$ cat config.mk
export PLATFORM = sky130hd
export DESIGN_NAME = ufcef_front
export DESIGN_NICKNAME = d
export VERILOG_FILES = /design/src/hw/rtl/ufcef_pkg.sv /design/src/hw/rtl/ufcef_front.sv
export SDC_FILE = /design/constraint.sdc
export NUM_CORES = 1
export LEC_CHECK = 0
export BUFFER_PORTS_ARGS = -buffer_cell sky130_fd_sc_hd__buf_2
export CAP_MARGIN = 20
export CORE_UTILIZATION = 25
export CTS_CLUSTER_SIZE = 8
export DETAILED_ROUTE_END_ITERATION = 10
export PLACE_DENSITY = 0.52
export SLEW_MARGIN = 0
export SYNTH_ARGS = -nofsm -noshare
export SYNTH_HDL_FRONTEND = slang
export SYNTH_SLANG_ARGS = --single-unit
$ cat constraint.sdc
create_clock -name clk_i -period 4.3 [get_ports clk_i]
set_input_delay 0.86 -clock clk_i [delete_from_list [all_inputs] [get_ports clk_i]]
set_output_delay 0.86 -clock clk_i [all_outputs]
set_load 0.005 [all_outputs]
$ cat src/hw/rtl/ufcef_pkg.sv
`timescale 1ns / 1ps
// ----------------------------------------------------------------------------
// ufcef_pkg
// Shared types and constants for the union-find cycle edge filter.
// ----------------------------------------------------------------------------
package ufcef_pkg;

  localparam int unsigned MaxVerticesDef = 1024;
  localparam int unsigned CountW         = 11;
  localparam int unsigned VertW          = 10;
  localparam int unsigned WeightW        = 16;
  localparam int unsigned TotalW         = 32;
  localparam int unsigned RankW          = 4;
  localparam logic [RankW-1:0] RankMax   = 4'd15;
  localparam logic [CountW-1:0] CountRst = 11'd1024;

  typedef struct packed {
    logic                      mode;
    logic [VertW-1:0]          from_vertex;
    logic [VertW-1:0]          to_vertex;
    logic signed [WeightW-1:0] weight;
  } ufcef_in_t;

  typedef struct packed {
    logic                     edge_dropped;
    logic signed [TotalW-1:0] dropped_total;
    logic                     vertex_out_of_range;
  } ufcef_out_t;

  // command handed from the front end to the back end
  typedef enum logic [1:0] {
    CMD_EDGE  = 2'b00,
    CMD_CLEAR = 2'b01,
    CMD_FLAG  = 2'b10
  } ufcef_cmd_e;

endpackage

$ cat src/hw/rtl/ufcef_front.sv
`timescale 1ns / 1ps
// ----------------------------------------------------------------------------
// ufcef_front
// Accepts items, range-checks endpoints and pushes a command into a short queue.
// ----------------------------------------------------------------------------
module ufcef_front import ufcef_pkg::*; #(
  parameter int unsigned MaxVertices = MaxVerticesDef,
  parameter int unsigned VIdxW       = $clog2(MaxVertices)
) (
  input  logic              clk_i,
  input  logic              rst_ni,
  input  logic              take_i,
  input  ufcef_in_t         item_i,
  input  logic [CountW-1:0] count_i,
  input  logic              pop_i,
  output logic              full_o,
  output logic              empty_o,
  output ufcef_cmd_e        cmd_o,
  output logic [VIdxW-1:0]  a_o,
  output logic [VIdxW-1:0]  b_o,
  output logic [CountW-1:0] cnt_o,
  output logic signed [WeightW-1:0] w_o
);

  localparam int unsigned Depth = 2;

  typedef struct packed {
    ufcef_cmd_e                cmd;
    logic [VIdxW-1:0]          a;
    logic [VIdxW-1:0]          b;
    logic [CountW-1:0]         cnt;
    logic signed [WeightW-1:0] w;
  } qent_t;

  qent_t       q_mem_q [Depth];
  logic        wp_q, rp_q;
  logic [1:0]  lvl_q;
  qent_t       ent;
  logic [16:0] cnt_eff;
  logic [16:0] a_ext, b_ext;

  always_comb begin
    cnt_eff = (17'(count_i) > 17'(MaxVertices)) ? 17'(MaxVertices) : 17'(count_i);
    a_ext   = 17'(item_i.from_vertex);
    b_ext   = 17'(item_i.to_vertex);
    ent.a   = VIdxW'(item_i.from_vertex);
    ent.b   = VIdxW'(item_i.to_vertex);
    ent.w   = item_i.weight;
    ent.cnt = CountW'(cnt_eff);
    if (item_i.mode) begin
      ent.cmd = CMD_CLEAR;
    end else if (a_ext >= cnt_eff || b_ext >= cnt_eff) begin
      ent.cmd = CMD_FLAG;
    end else begin
      ent.cmd = CMD_EDGE;
    end
  end

  always_ff @(posedge clk_i) begin
    if (take_i) q_mem_q[wp_q] <= ent;
  end

  always_ff @(posedge clk_i or negedge rst_ni) begin
    if (!rst_ni) begin
      wp_q  <= 1'b0;
      rp_q  <= 1'b0;
      lvl_q <= 2'd0;
    end else begin
      if (take_i) wp_q <= ~wp_q;
      if (pop_i) rp_q <= ~rp_q;
      lvl_q <= lvl_q + 2'(take_i) - 2'(pop_i);
    end
  end

  assign full_o  = (lvl_q == 2'(Depth));
  assign empty_o = (lvl_q == 2'd0);
  assign cmd_o   = q_mem_q[rp_q].cmd;
  assign a_o     = q_mem_q[rp_q].a;
  assign b_o     = q_mem_q[rp_q].b;
  assign cnt_o   = q_mem_q[rp_q].cnt;
  assign w_o     = q_mem_q[rp_q].w;

endmodule

Word-level counts from Yosys, hierarchy flattened
Memories as Yosys holds them, arrays and structs flattened.
Index checks and enable logic that the tools add are counted.
{"block": "totals", "reg_bits": 4, "ramBits": 98, "in_bits": 52, "output_inout_bits": 51, "word_cells": 19, "n_memories": 1}
{"block": "op_classes", "add_sub_neg": 2, "order_cmp": 3, "eq_ne": 1, "n_mux": 5, "bitwise_logic": 2, "reduce_logical": 2}
{"name": "q_mem_q", "words": 2, "word_bits": 49, "rd": 1, "rd_clocked_by_memory_dff": 0, "write_ports": 1, "line_no": "ufcef_front.sv:35", "source": "qent_t q_mem_q [Depth];"}
{"op": "greater-or-equal comparator 10 x 11 -> 1 bit", "n": 2}
{"op": "greater-than comparator 11 bit (second input constant)", "n": 1}
{"op": "2-to-1 mux 11 bit", "n": 1}
{"op": "2-to-1 mux 2 bit", "n": 2}
{"op": "adder 2 x 1 -> 2 bit", "n": 1}
{"op": "== test 2 bit (second input constant)", "n": 1}
{"op": "logical NOT 2 bit", "n": 1}
{"op": "2-to-1 mux 1 bit", "n": 2}
{"op": "NOT 1 bit", "n": 2}
{"op": "subtractor 2 x 1 -> 2 bit", "n": 1}
{"op": "logical OR 1 bit", "n": 1}

Longest topological paths before layout
{"block": "depth", "depth_word": 6, "depth_mapped": 8, "depth_no_buf": 7}

Worst setup path after synthesis
No wires, ideal clock.
{"block": "synth_timing", "path_kind": "input-to-reg", "startpoint": "input take_i", "endpoint": "memory q_mem_q[0][0] (netlist name), enable pin", "setup_ns": 0.462, "arrival_ns": 3.034, "t_required_ns": 3.838, "setup_slack_ns": 0.805, "cell_stages": 1, "path_buffers": 0, "path_cell_list": "nor2b_1"}
{"block": "synth_between", "elab_chain_len": 2}
{"item": "start, declared", "line_no": "ufcef_front.sv:12", "source": "input logic take_i,"}
{"item": "2-to-1 mux 1 bit", "line_no": "ufcef_front.sv:60", "source": "if (take_i) q_mem_q[wp_q] <= ent;"}
{"item": "2-to-1 mux 1 bit (implied by the code)", "line_no": "ufcef_front.sv:60"}
{"item": "end, declared", "line_no": "ufcef_front.sv:35"}
No other way between the ends.

Worst setup path after layout
{"block": "layout_timing", "startpoint": "register rp_q", "endpoint": "output a_o[7]"}
{"block": "layout_between", "elab_chain_len": 1}
{"item": "start, declared", "line_no": "ufcef_front.sv:36", "source": "logic wp_q, rp_q;"}
{"item": "start signal, assigned", "line_no": "ufcef_front.sv:70", "source": "if (pop_i) rp_q <= ~rp_q;"}
{"item": "memory (2 x 49 bit)"}
{"item": "end, declared", "line_no": "ufcef_front.sv:19", "source": "output logic [VIdxW-1:0] a_o,"}
No other way between the ends.

==> results_dict.tcl <==
set metrics [dict create \
    period_share_pct 71.2 \
    critPathCaptureType "output pin" \
    h-tree-depth 3 \
    synth_cells 242 \
    synth.avg_cell_area_sq_um 17.7 \
    r2r_slack_ps 2360 \
    dieArea_sq_um 17600 \
    tns_ps 0 \
    worstMarginPinSlew_ps 921 \
    netlist_top_cells_count "98 x edfxtp_1, 45 x mux2_2, 22 x ha_1" \
    synth_edf_count 98 \
    fill_cells 1638 \
    area.growth.synth_to_final_pct 27.0 \
    cts.repair.resized 0 \
    setup_viol 0 \
    grt-busiest-layer "met2" \
    dr_total_vias 2349 \
    start_util_pct 25.7 \
    r2r_end "q_mem_q[1][13]" \
    clk_pin_slew_ps 70 \
    chipWidth_microns 133 \
    startpoint_type "register" \
    dp_hpwl_mm 6.07 \
    use_met2_pct 18.2 \
    post_cts_buffers 0 \
    ant_nets 0 \
    drive_above_1_share_pct 48.3 \
    io_buffers 102 \
    cp_top_family "flip-flops" \
    async_reset_ff_share_pct 3.92 \
    yosysTopAreaCell "edfxtp_1" \
    multi_input_area_sq_um 1150 \
    use_met1_pct 12.1 \
    worst-r2r-cell-count 2 \
    grt_setup_unrepaired "no" \
    synthTopCellsByArea "edfxtp_1 69%, mux2_2 12%, ha_1 6.4%" \
    clock_power_share_pct 30.3 \
    cp_num_buf_inv 2 \
    post_drt_wl_per_cell_microns 15.4 \
    p_leak_nw 2.12 \
    path_cells "buf_4 > mux2_2 > buf_2" \
    irDropWorstVdd_v 0.000232 \
    ys.flop_type "edfxtp_1" \
    syn_area_sq_um 4270 \
    rows 47 \
    pwr-share-comb_pct 24.8 \
    swShare_pct 26.0 \
    utilization_pct 32.6 \
    io_pins 103 \
    drt_iter0_drc 61 \
    p_seq_share_pct 44.8 \
    firstDrtPassIters 4 \
    core_sq_um 16600 \
    ys_types 31 \
    viasPerCell 4.09 \
    worstPathMaxFanout 31 \
    wl_mm 8.83 \
    antenna_found_initial 0 \
    nets 424 \
    grt_max_degree 36 \
    grt_use_met3_pct 3.79 \
    worstPathRequired_ps 3440 \
    gp_congestion 0.680 \
    cts-buffers-inserted 9 \
    yosys.area.top_type_share_pct 68.9 \
    arrival_ps 2200 \
    hold_viol 0 \
    grt_pass1_vias 2509 \
    slew_headroom_pct 38.6 \
    fmaxAchievable_ghz 0.327 \
    ys_seq_area_share_pct 71.2 \
    grt_pass1_wl_mm 13.8 \
    rr_startpoint "wp_q" \
    drc 0 \
    cp_slowest_stage_delay_ps 890 \
    antenna_cells 0 \
    clk-insertion-delay-late_ps 350 \
    regArea_sq_um 3040 \
    cts_tree "built" \
    clock_sinks 102 \
    internal_power_w 0.00237 \
    cts_hold_buf 0 \
    status "complete, no violations" \
    yosysMostFrequentCell "edfxtp_1" \
    die_h_microns 133 \
    maxCapViolCount 0 \
    fin_skew_ps 7.07 \
    root_buffer "clkbuf_16" \
    cp.depth 3 \
    switchingPower_w 0.000833 \
    cts-root-to-sink-buffers 2 \
    synth_warnings 0 \
    synth_seq_cells 102 \
    slew_viol_final 0 \
    syn-num-nets 316 \
    grt_overflow 0 \
    powerDensity_nw_per_um2 590 \
    path_class "register to output pin" \
    grt_use_total_pct 10.6 \
    crit_path_top_delay_cell "dfrtp_2" \
    fin_crit_ps 3060 \
    worst_hold_path_type "input port to async pin" \
]
[sequential cells by signal, indices dropped and copies added, names as in the netlist]
name and count:
wp_q 1, rp_q 1, lvl_q 2, q_mem_q 98
[power groups by stage]
stage | Clock (W) | Sequential (W) | Combinational (W)
3_3_place_gp | 0 | 0.00145 | 0.000814
3_5_place_dp | 0 | 0.00146 | 0.000818
2_1_floorplan | 0 | 0.00139 | 0.000517
5_1_grt | 0.00104 | 0.00146 | 0.000874
6_report | 0.000971 | 0.00144 | 0.000794
4_1_cts | 0.00101 | 0.00144 | 0.000824
[through the flow]
| step | hold WS, ps | instance area [sq um] | setup slack, ps | cells | power, W |
|---|---|---|---|---|---|
| 2_1_floorplan | 455 | 4270 | 805 | 242 | 0.00190 |
| 3_3_place_gp | 525 | 5070 | 1460 | 559 | 0.00227 |
| 3_5_place_dp | 556 | 5070 | 1450 | 559 | 0.00228 |
| 4_1_cts | 286 | 5430 | 1160 | 574 | 0.00327 |
| 5_1_grt | 283 | 5430 | 1090 | 574 | 0.00337 |
| 6_report | 303 | 5430 | 1240 | 574 | 0.00320 |
[per-layer routing]
layer	wire length, microns	vias to the layer above	share of wire [%]
met3	524	10	5.9
li1	-	1136	-
met5	0	-	0
met4	138	0	1.6
met2	4380	67	50
met1	3790	1136	43
[cell usage in the layout (no fill, tap or decap)]
cell type   count
a31oi_1         1
and2_2          1
buf_4           2
nand4_1         2
mux2_2         45
and3b_1         1
xor2_1          2
buf_2         102
or2_1           1
clkinvlp_4      2
mux2_1          4
o21a_1          1
a21o_1          2
ha_1           22
dfrtp_2         1
a211oi_1        2
nor3_1          3
o21ai_0         2
inv_1          13
nor2b_4         1
xnor2_1         2
dfrtp_1         3
nand4b_1        2
a21oi_1         3
o221ai_2        1
nor2b_1         2
bufinv_16       4
o21ai_2         1
buf_12          1
edfxtp_1       98
o22ai_1         1
nor2_1          2
nand3_1         3
nand2b_1        9
nand2_1         2
a211oi_2        1
clkbuf_16       9
[worst max-delay path by stage]
stage,start,to,slack [ps]
6_report,rp_q,a_o[7],1240
5_1_grt,rp_q,a_o[9],1090
4_1_cts,rp_q,a_o[9],1160
3_5_place_dp,count_i[10],q_mem_q[1][48],1450
3_3_place_gp,count_i[10],q_mem_q[0][48],1460
2_1_floorplan,take_i,q_mem_q[0][0],800
[cell families after synthesis]
| kind of cell | synth area share (%) |
|---|---|
| flops | 71.2 |
| xor+xnor | 0.820 |
| compound gates | 2.61 |
| simple gates | 4.01 |
| mux | 12.9 |
| fa+ha+maj | 6.44 |
| buf+inv | 2.02 |
[layout make-up]
cell class | instances | share of cell area [%]
Timing Repair Buffer | 105 | 10.1
Sequential cell | 102 | 56.1
Inverter | 13 | 0.899
Multi-Input combinational cell | 119 | 21.3
Clock inverter | 6 | 2.49
Clock buffer | 9 | 4.15
Tap cell | 220 | 5.07
Power figures use the tool's default switching activity.
